File: src/sv/assert_macros.svh
// Assertion macros shared by the guidance angle block
`ifndef ASSERT_MACROS_SVH
`define ASSERT_MACROS_SVH
// Implication checked every clock, disabled during reset
`define ASSERT_IMPLY(label, clk, rst_n, ante, cons) \
	label: assert property (@(posedge clk) disable iff (!rst_n) (ante) |-> (cons)) \
		else $error("assertion failed");
// Next-cycle implication, disabled during reset
`define ASSERT_NEXT(label, clk, rst_n, ante, cons) \
	label: assert property (@(posedge clk) disable iff (!rst_n) (ante) |=> (cons)) \
		else $error("assertion failed");
`endif

File: src/sv/lga_pkg.sv
// Package: constants, CORDIC angle table and controller/datapath command types
`default_nettype none
package lga_pkg;
	localparam int CordicSteps = 24;
	localparam int StepW = 5;
	localparam logic [27:0] HalfPiQ24 = 28'd26353589;
	localparam logic [27:0] PiQ24 = 28'd52707179;
	localparam logic [14:0] PiQ13 = 15'd25736;

	function automatic logic [23:0] atan_q24(input logic [StepW-1:0] i);
		logic [23:0] r;
		unique case (i)
			5'd0: r = 24'd13176795;
			5'd1: r = 24'd7778716;
			5'd2: r = 24'd4110060;
			5'd3: r = 24'd2086331;
			5'd4: r = 24'd1047214;
			5'd5: r = 24'd524117;
			5'd6: r = 24'd262123;
			5'd7: r = 24'd131069;
			default: r = 24'd65536 >> (i - 5'd8);
		endcase
		return r;
	endfunction

	// commands from controller to datapath
	typedef struct packed {
		logic load;
		logic plane_start;
		logic plane_sel;
		logic shrink;
		logic mul;
		logic sum;
		logic prep;
		logic norm;
		logic step;
		logic [StepW-1:0] idx;
		logic finish;
	} lga_cmd_t;

	typedef struct packed {
		logic shrink_done;
		logic norm_done;
	} lga_sts_t;
endpackage
`default_nettype wire

File: src/sv/lga_ctrl.sv
// Controller: sequences reduction, products, CORDIC and result handshake
`default_nettype none
`include "assert_macros.svh"
module lga_ctrl (
	input wire logic clk,
	input wire logic arst_n,
	input wire logic in_valid,
	output logic in_stall,
	output logic out_valid,
	input wire logic out_stall,
	output lga_pkg::lga_cmd_t cmd,
	input wire lga_pkg::lga_sts_t sts
);
	import lga_pkg::*;

	localparam logic [3:0] S_IDLE = 4'd0, S_START = 4'd1, S_SHRINK = 4'd2, S_MUL = 4'd3,
		S_SUM = 4'd4, S_PREP = 4'd5, S_NORM = 4'd6, S_STEP = 4'd7, S_FIN = 4'd8,
		S_OUT = 4'd9;

	logic [3:0] state_q;
	logic plane_q;
	logic [StepW-1:0] idx_q;

	assign in_stall = state_q != S_IDLE;
	assign out_valid = state_q == S_OUT;

	always_comb begin
		cmd = '0;
		cmd.plane_sel = plane_q;
		cmd.idx = idx_q;
		cmd.load = state_q == S_IDLE && in_valid;
		cmd.plane_start = state_q == S_START;
		cmd.shrink = state_q == S_SHRINK;
		cmd.mul = state_q == S_MUL;
		cmd.sum = state_q == S_SUM;
		cmd.prep = state_q == S_PREP;
		cmd.norm = state_q == S_NORM && !sts.norm_done;
		cmd.step = state_q == S_STEP;
		cmd.finish = state_q == S_FIN;
	end

	// sequencer
	always_ff @(posedge clk or negedge arst_n) begin
		if (!arst_n) begin
			state_q <= S_IDLE;
			plane_q <= 1'b0;
			idx_q <= '0;
		end else begin
			unique case (state_q)
				S_IDLE: if (in_valid) begin
					state_q <= S_START;
					plane_q <= 1'b0;
				end
				S_START: state_q <= S_SHRINK;
				S_SHRINK: if (sts.shrink_done) state_q <= S_MUL;
				S_MUL: state_q <= S_SUM;
				S_SUM: state_q <= S_PREP;
				S_PREP: state_q <= S_NORM;
				S_NORM: if (sts.norm_done) begin
					state_q <= S_STEP;
					idx_q <= '0;
				end
				S_STEP: begin
					idx_q <= idx_q + 1'b1;
					if (idx_q == StepW'(CordicSteps - 1)) state_q <= S_FIN;
				end
				S_FIN: begin
					if (plane_q) state_q <= S_OUT;
					else begin
						plane_q <= 1'b1;
						state_q <= S_START;
					end
				end
				S_OUT: if (!out_stall) state_q <= S_IDLE;
				default: state_q <= S_IDLE;
			endcase
		end
	end

	`ASSERT_IMPLY(a_no_accept_busy, clk, arst_n, state_q != S_IDLE, in_stall)
	`ASSERT_NEXT(a_out_hold, clk, arst_n, out_valid && out_stall, out_valid)
	`ASSERT_IMPLY(a_idx_range, clk, arst_n, state_q == S_STEP, idx_q < StepW'(CordicSteps))
endmodule
`default_nettype wire

File: config.mk
export PLATFORM = sky130hd
export DESIGN_NAME = lga_ctrl
export DESIGN_NICKNAME = d
export VERILOG_FILES = /design/src/sv/lga_pkg.sv /design/src/sv/lga_ctrl.sv
export VERILOG_INCLUDE_DIRS = /design/src /design/src/sv
export SDC_FILE = /design/constraint.sdc
export NUM_CORES = 1
export LEC_CHECK = 0
export ABC_AREA = 0
export BUFFER_PORTS_ARGS = -buffer_cell sky130_fd_sc_hd__buf_2
export CAP_MARGIN = 20
export CORE_AREA = 2 2 41 43
export CTS_CLUSTER_SIZE = 24
export DETAILED_ROUTE_END_ITERATION = 8
export DIE_AREA = 0 0 43 45
export PLACE_DENSITY = 0.78
export SETUP_SLACK_MARGIN = 0.3
export SYNTH_ARGS = -nofsm -noshare
export SYNTH_HDL_FRONTEND = slang
export SYNTH_SLANG_ARGS = --single-unit
File: constraint.sdc
create_clock -name clk -period 2.6 [get_ports clk]
set_clock_uncertainty 0.05 [all_clocks]
set_input_delay 0.26 -clock clk [delete_from_list [all_inputs] [get_ports clk]]
set_output_delay 0.26 -clock clk [all_outputs]
set_load 0.03 [all_outputs]
* After elaboration in Yosys (flattened, before gate mapping)
Index checks and enable logic that the tools add are counted.
** Word-level totals
- Output and inout bits :: 17
- Memories :: 0
- ROM bits :: 0
- Latch bits :: 0
- Input port bits :: 6
- Logic and storage cells :: 40
- Bits in writable memories :: 0
- Bits in registers :: 10
** Operators by class
- Bitwise logic cells :: 0
- Reduce and logical (&&, ||, !) cells :: 10
- Shifts and indexed selects :: 0
- $lt $le $gt $ge :: 0
- Divide/modulo/power cells :: 0
- Add/subtract/negate cells :: 1
- Mux-type cells :: 11
- Eq/ne operators :: 15
- Multiply operators :: 0
** Operator list (count)
- $pmux W4 S10 :: 1
- $mux W4 :: 6
- $eq A4 B3 Y1 const B :: 4
- $pmux W5 S2 :: 1
- $eq A4 B2 Y1 const B :: 2
- $eq A4 B4 Y1 const B :: 2
- $ne A2 B2 Y1 const B :: 3
- $add A5 B1 Y5 const B :: 1
- $eq A5 B5 Y1 const B :: 1
- $mux W5 :: 1
- $reduce_and A5 Y1 :: 1
- $eq A4 B1 Y1 const B :: 1
- $logic_not A4 Y1 :: 1
- $ne A2 B1 Y1 const B :: 2
- $reduce_and A2 Y1 :: 2
- $reduce_bool A2 Y1 :: 2
- $reduce_bool A4 Y1 :: 1
- $logic_and A1 B1 Y1 :: 2
- $pmux W1 S2 :: 1
- $logic_not A1 Y1 :: 1
- $mux W1 :: 1

* Logic depth before layout (Yosys ltp)
Gate-level depths: netlist (run 1).
- Depth after elaboration :: 3
- Gate-level depth with buffers :: 5
- Gate-level depth less buffers :: 4

* Worst setup path before layout (run 1)
OpenSTA, ideal clock, no wires.
- Path kind :: reg2out
- From :: register state_q[3]
- To :: output port cmd[7] (netlist name)
- Path buffers :: 1
- Stages on the path, launching flop included :: 4
- Slack :: 0.817 ns
- Data arrival time :: 1.473 ns
- Path through :: dfrtp_1 buf_6 or2b_1 nor3_1
** RTL lines
- start, declared :: line lga_ctrl.sv:20 : logic [3:0] state_q;
- start signal, assigned :: line lga_ctrl.sv:45 : state_q <= S_IDLE;
- start signal, assigned :: line lga_ctrl.sv:51 : state_q <= S_START;
- start signal, assigned :: line lga_ctrl.sv:54 : S_START: state_q <= S_SHRINK;
- end, declared :: line lga_ctrl.sv:11 : output lga_pkg::lga_cmd_t cmd,

==> key figures, run 1 <==
Die
  – Die footprint: 1940 sq um
  – Placement Rows: 14
  – Die Wd: roughly 43 microns
  – I/O pin total: 23
  – Core box area: about 1500 sq um
  – Initial core utilization: a little over two fifths
  – Die Y-Extent: between 40 and 50 microns

STA
  – Post-route minimum period: 1.80 ns
  – Setup TNS Final: 0 ns
  – Setup violators final: 0
  – Hold Fails Final Rpt: 0
  – Fmax: approximately 560 MHz
  – Slew Viols, Final: 0
  – Slew Limit Headroom: around 71%
  – Worst slew pin tran: 0.432 ns
  – RSZ-0062 raised after global routing: no
  – Period utilization: 69.3%

Layout
  – Layout cell share with drive strength beyond 1: 33.0%
  – FILL cells: 152
  – Finished Layout Cells: 107
  – Number of diodes: 0
  – Final Instance Area: between 700 and 800 sq um
  – Fin util: approximately 51%
  – P&R area growth vs syn: 19.4%
  – Nets: 100

Detailed routing
  – DR WL/cell: ~12 microns
  – Vias: a little under 600
  – Post-Route WL: 1330 microns
  – ANT nets after route: 0
  – 1st-iter DRT viols: 14
  – Pre-antenna DRT Iters: 4
  – DRC: 0
  – Via density: 5.43

Logic synthesis
  – Distinct cell type count after synthesis: 30
  – Sequential area share after synthesis: 39.9%
  – Post-synthesis average cell area: around 9 sq um
  – Synthesized area: ~630 sq um
  – Syn Nets: between 70 and 80
  – Flops & latches, synth: 10
  – Yosys warns: 0
  – Post-Syn Instances: 70

GRT
  – Total track usage: around 16%
  – Initial antenna violation count: 0
  – Grt ovf: 0
  – Largest net degree at the start of global routing: 14
  – First-pass GRT wire length: 2300 microns
  – Vias in the first global route: around 490

Placed design
  – Hpwl dp: between 900 and 1000 microns
  – RD Place Congestion: ~0.84
  – Port bufs: 22
  – Placed cell areas: roughly 720 sq um
  – Placed insts: between 100 and 150

Worst setup path
  – Buf/Inv on CP: 1
  – Kind of cell adding the most delay to the critical path: flip-flops
  – CP required: around 2.3 ns
  – CP cell instances: or2b_1, nor3_1, buf_2
  – Critical path fanouts, max: 11
  – Critical path capture point type: primary output
  – CP Launch Type: flip-flop
  – CP max-delay cell: dfrtp_1
  – Crit-path max cell delay: between 0.5 and 0.6 ns
  – Worst Path Arrival: about 1.5 ns
  – Crit Path Class: flip-flop to primary output

Run
  – Max-cap check violation count: 0

Clock tree
  – CTS clock-pin slew for the worst setup and hold paths: ~0.06 ns
  – Inserted Clock Buffers: 3
  – Clk Latency, worst-skew pair: approximately 0.25 ns
  – CTS tree: done
  – Longest Clk Path Bufs: 2
  – Root Driver: clkbuf_4
  – H-Tree Depth: 1
  – CTS-repair resized insts: 0
  – CTS sink cnt: 10

Status
  – Status: completed

Worst hold path
  – Worst hold path type: input port to flip-flop

Pwr
  – PD cells: slightly below 800 nW/um^2
  – Worst VDD drop: 0.000632 V
  – Lkg Pwr: around 0.38 nW
-- worst reg2reg max path, cell delays in order (launching register included) --
cell and delay [ns]:
dfrtp_1 0.57, nand2b_2 0.22, nor3_2 0.05, a222oi_1 0.40, mux2_1 0.35
-- layer usage --
metal	part of all wire, %	vias up	global-route usage [%]
li1	-	294	-
met1	46	254	24.3
met2	43	31	22.4
met3	9.9	2	2.80
met4	0.60	0	7.27
met5	0	-	0
-- metrics by stage --
stage	total power, mW	hold slack (ns)	worst slack [ns]
final	0.588	0.298	0.799
after global placement	0.481	0.0806	0.947
after floorplan	0.437	-0.0856	0.817
after global routing	0.626	0.335	0.659
after CTS	0.591	0.297	0.789
after detailed placement	0.489	0.0863	0.865
-- cells in the mapped netlist, drive strengths merged --
library cell  count  share of area (%)
nor2              6                3.6
o32ai             1                1.4
a222oi            1                1.6
o21ai             6                4.8
inv               5                3.0
o2111ai           1                1.4
dfrtp            10                 40
nor3              8                7.2
nand2             7                4.2
mux2i             1                1.6
clkbuf            1                1.2
a22o              1                1.4
o31ai             1                1.2
o21bai            1                1.2
or2b              2                2.4
mux2              1                1.8
and3              1                1.0
nand4b            2                3.8
ha                1                2.0
nand2b            1                1.4
a21oi             1               0.80
a211oi            1                1.2
buf               4                5.4
nand3             3                2.4
a221oi            1                1.4
xor2              2                2.8
-- layout by cell type (no fill, tap or decap), types with 2 or more instances in the layout --
master and count:
clkbuf_4 3, inv_1 3, nand2_1 7, nor2_1 6, nor3_1 7, nand3_1 3
buf_2 22, or2b_1 2, dfrtp_1 10, xor2_1 2, inv_2 2, o21ai_0 6
-- kinds of logic after synthesis --
| family | synth area share (%) |
|---|---|
| mux | 3.39 |
| xor+xnor | 2.79 |
| simple gates | 25.9 |
| buf+inv | 9.58 |
| compound gates | 16.4 |
| fa+ha+maj | 2.00 |
| flops | 39.9 |
-- sequential cells by signal, summed over array words and instances, names as in the netlist --
| register | cells |
|---|---|
| idx_q | 5 |
| state_q | 4 |
| plane_q | 1 |
-- final timing paths --
| kind | start | depth (start not counted) | slack, ns | end |
|---|---|---|---|---|
| worst max-delay path | state_q[2] | 3 | 0.80 | cmd[7] |
| worst min register to register | idx_q[0] | 1 | 0.51 | idx_q[0] |
| worst max register to register | state_q[0] | 4 | 0.85 | state_q[0] |
| max in group asynchronous | arst_n | 2 | 1.96 | state_q[1] |
| min in group asynchronous | arst_n | 2 | 0.34 | idx_q[0] |
| worst min-delay path | in_valid | 3 | 0.30 | plane_q |
-- power by group --
part / total [mW] / internal, mW / switching [mW] / leakage (nW)
registers: 0.239 / 0.188 / 0.0517 / 0.123
logic: 0.249 / 0.0888 / 0.160 / 0.239
clock network: 0.0993 / 0.0531 / 0.0462 / 0.0138
-- timing repair --
action,4_1_cts,5_1_grt
buffers inserted,0,0
endpoints found under the hold margin,10,0
setup endpoints to repair,0,0
hold buffers,1,0
-- final cells by class --
type / count / area [sq um] / area share [%]
multi-input cells: 50 / 317 / 42.3
flip-flops and latches: 10 / 250 / 33.4
repair buffers: 23 / 120 / 16.1
clock buffers: 3 / 22.5 / 3.01
well taps: 16 / 20.0 / 2.68
inverters: 5 / 18.8 / 2.51
(Power assumes the default switching activity.)
==> run 2, diff against run 1 <==
--- a/config.mk
+++ b/config.mk
@@ -9,10 +9,10 @@
 export ABC_AREA = 0
 export BUFFER_PORTS_ARGS = -buffer_cell sky130_fd_sc_hd__buf_2
 export CAP_MARGIN = 20
-export CORE_AREA = 2 2 41 43
+export CORE_AREA = 2 2 42 44
 export CTS_CLUSTER_SIZE = 24
 export DETAILED_ROUTE_END_ITERATION = 8
-export DIE_AREA = 0 0 43 45
+export DIE_AREA = 0 0 44 46
 export PLACE_DENSITY = 0.78
 export SETUP_SLACK_MARGIN = 0.3
 export SYNTH_ARGS = -nofsm -noshare
==> constraint.sdc (replaced) <==
create_clock -name clk -period 1.54 [get_ports clk]
set_clock_uncertainty 0.05 [all_clocks]
set_input_delay 0.154 -clock clk [delete_from_list [all_inputs] [get_ports clk]]
set_output_delay 0.154 -clock clk [all_outputs]
set_load 0.03 [all_outputs]
==> run 2 against run 1 <==
- the flow now finishes with violations (setup timing)
- via count is 37% higher
- combinational power grew to 3.7 times the previous value
- flip-flop and latch count stayed put
- design area is 85% higher
- sequential power is 68% higher
- clock power is 91% higher
- register-to-register slack worse by 1.0 ns
==> key figures, run 2 (same netlist as run 1, synthesis figures left out) <==
Status
  – Status: finished, violations left
  – Failing checks: setup timing

GRT
  – Total track usage: approximately a quarter
  – Grt ovf: 0
  – Largest net degree at the start of global routing: 11
  – Grt met2 use: 46.8%
  – First-pass GRT wire length: about 3500 microns
  – Initial antenna violation count: 0
  – Met1 usage: a little over a quarter
  – GRT busiest layer: met2
  – M3 GR Usage: 1.98%
  – Vias in the first global route: approximately 760

Layout
  – Fin util: a little under nine tenths
  – Most frequent cells in the layout: buf_6, buf_4, buf_2
  – Nets: roughly 130
  – Most flop-heavy register: idx_q
  – Number of diodes: 0
  – Most common cell after layout, fill and taps aside: buf_6
  – Layout cell share with drive strength beyond 1: between 70 and 80%
  – P&R area growth vs syn: 120%
  – Max reg flops: 5
  – Biggest regs: idx_q (5), state_q (4), plane_q (1)

STA
  – RSZ-0062 raised after global routing: yes
  – Fmax: 577 MHz
  – Period utilization: 113%
  – Post-route minimum period: about 1.7 ns
  – Worst slew pin tran: 0.455 ns
  – Hold_ws: ~0.22 ns
  – Hold Fails Final Rpt: 0
  – Slew Limit Headroom: 69.6%
  – Setup violators final: 10
  – Post-route setup slack: -0.194 ns
  – Slew Viols, Final: 0

Pwr
  – Worst VDD drop: a little under 0.001 V
  – Design Power: ~1.5 mW
  – Lkg Pwr: between 0.5 and 0.6 nW
  – PD cells: about 1100 nW/um^2

Clock tree
  – H-Tree Depth: 1
  – CTS tree: done
  – CTS clock-pin slew for the worst setup and hold paths: 0.07 ns
  – CTS sink cnt: 10
  – Clk Latency, worst-skew pair: around 0.26 ns
  – Inserted Clock Buffers: 3
  – Root Driver: clkbuf_4
  – Longest Clk Path Bufs: 2

Die
  – I/O pin total: 23
  – Core box area: roughly 1600 sq um
  – Die Wd: between 40 and 50 microns
  – Die footprint: 2020 sq um
  – Initial core utilization: between 30 and 40%
  – Die Y-Extent: 46 microns
  – Placement Rows: 15

Worst setup path
  – Worst Path Arrival: ~1.8 ns
  – CP Launch Type: flip-flop
  – Critical path capture point type: flip-flop
  – FF-to-FF Start: state_q[0]
  – CP required: roughly 1.6 ns
  – Crit Path Class: flip-flop to flip-flop
  – R2R Setup Slk: -0.19 ns
  – Critical path fanouts, max: 5
  – R2R cell count: 4
  – Reg2Reg Capture Point: state_q[0]

Detailed routing
  – Pre-antenna DRT Iters: 4
  – Via density: 5.57
  – DR WL/cell: approximately 19 microns
  – Vias: ~800
  – ANT nets after route: 0
  – Post-Route WL: 2760 microns
  – DRC: 0
  – 1st-iter DRT viols: 12

Placed design
  – RD Place Congestion: approximately 0.8
  – Hpwl dp: 1310 microns
  – Port bufs: 22

Worst hold path
  – Worst hold path type: input port to asynchronous set/reset pin

Run
  – Max-cap check violation count: 0
## run 2: critical path: stages (launching register included)
cell      delay (ns)
dfrtp_2         0.46
nand2b_4        0.19
nor3_4          0.05
a222oi_1        0.48
mux2_1          0.37
## run 2: how the worst max path moves through the flow
| stage | slack [ns] | cells past startpoint | startpoint | end |
|---|---|---|---|---|
| final | -0.19 | 4 | state_q[0] | state_q[0] |
| after global routing | -0.20 | 5 | state_q[3] | cmd[9] |
| after CTS | -0.05 | 4 | state_q[1] | cmd[13] |
| after detailed placement | -0.01 | 4 | state_q[0] | state_q[0] |
| after global placement | 0.01 | 4 | state_q[0] | state_q[0] |
| after floorplan | -0.06 | 4 | idx_q[1] | state_q[0] |
## run 2: timing repair
action	CTS	global route
pin swaps	11	12
endpoints found under the setup margin	21	20
hold endpoints to repair	10	0
gates resized for setup	47	24
hold buffers	1	0
setup buffers	13	8
## run 2: report_power, final
| part | leakage, nW | switching (mW) | internal [mW] |
|---|---|---|---|
| Combinational | 0.463 | 0.478 | 0.452 |
| Clock | 0.0150 | 0.0902 | 0.100 |
| Sequential | 0.117 | 0.0784 | 0.323 |
| Total | 0.594 | 0.647 | 0.875 |
## run 2: final cells by class
cell class | count | area [sq um]
multi-input combinational | 50 | 528
timing repair buffer | 57 | 524
sequential | 10 | 258
fill | 70 | 233
clock buffer | 4 | 26.3
inverter | 5 | 23.8
tap | 17 | 21.3
## run 2: per-layer routing
metal	share of wire, %	up-vias
met2	55	29
li1	-	367
met5	0	-
met1	38	392
met4	2.5	0
met3	4.5	9
## run 2: metrics by stage
step                cells  cell area, sq um  worst slack, ns  setup TNS (ns)
floorplan              70               748          -0.0607         -0.0607
global placement      117               938           0.0101               0
detailed placement    117               938          -0.0113         -0.0113
CTS                   135              1230          -0.0497          -0.159
global route          143              1380           -0.203           -1.34
finish                143              1380           -0.194           -1.01
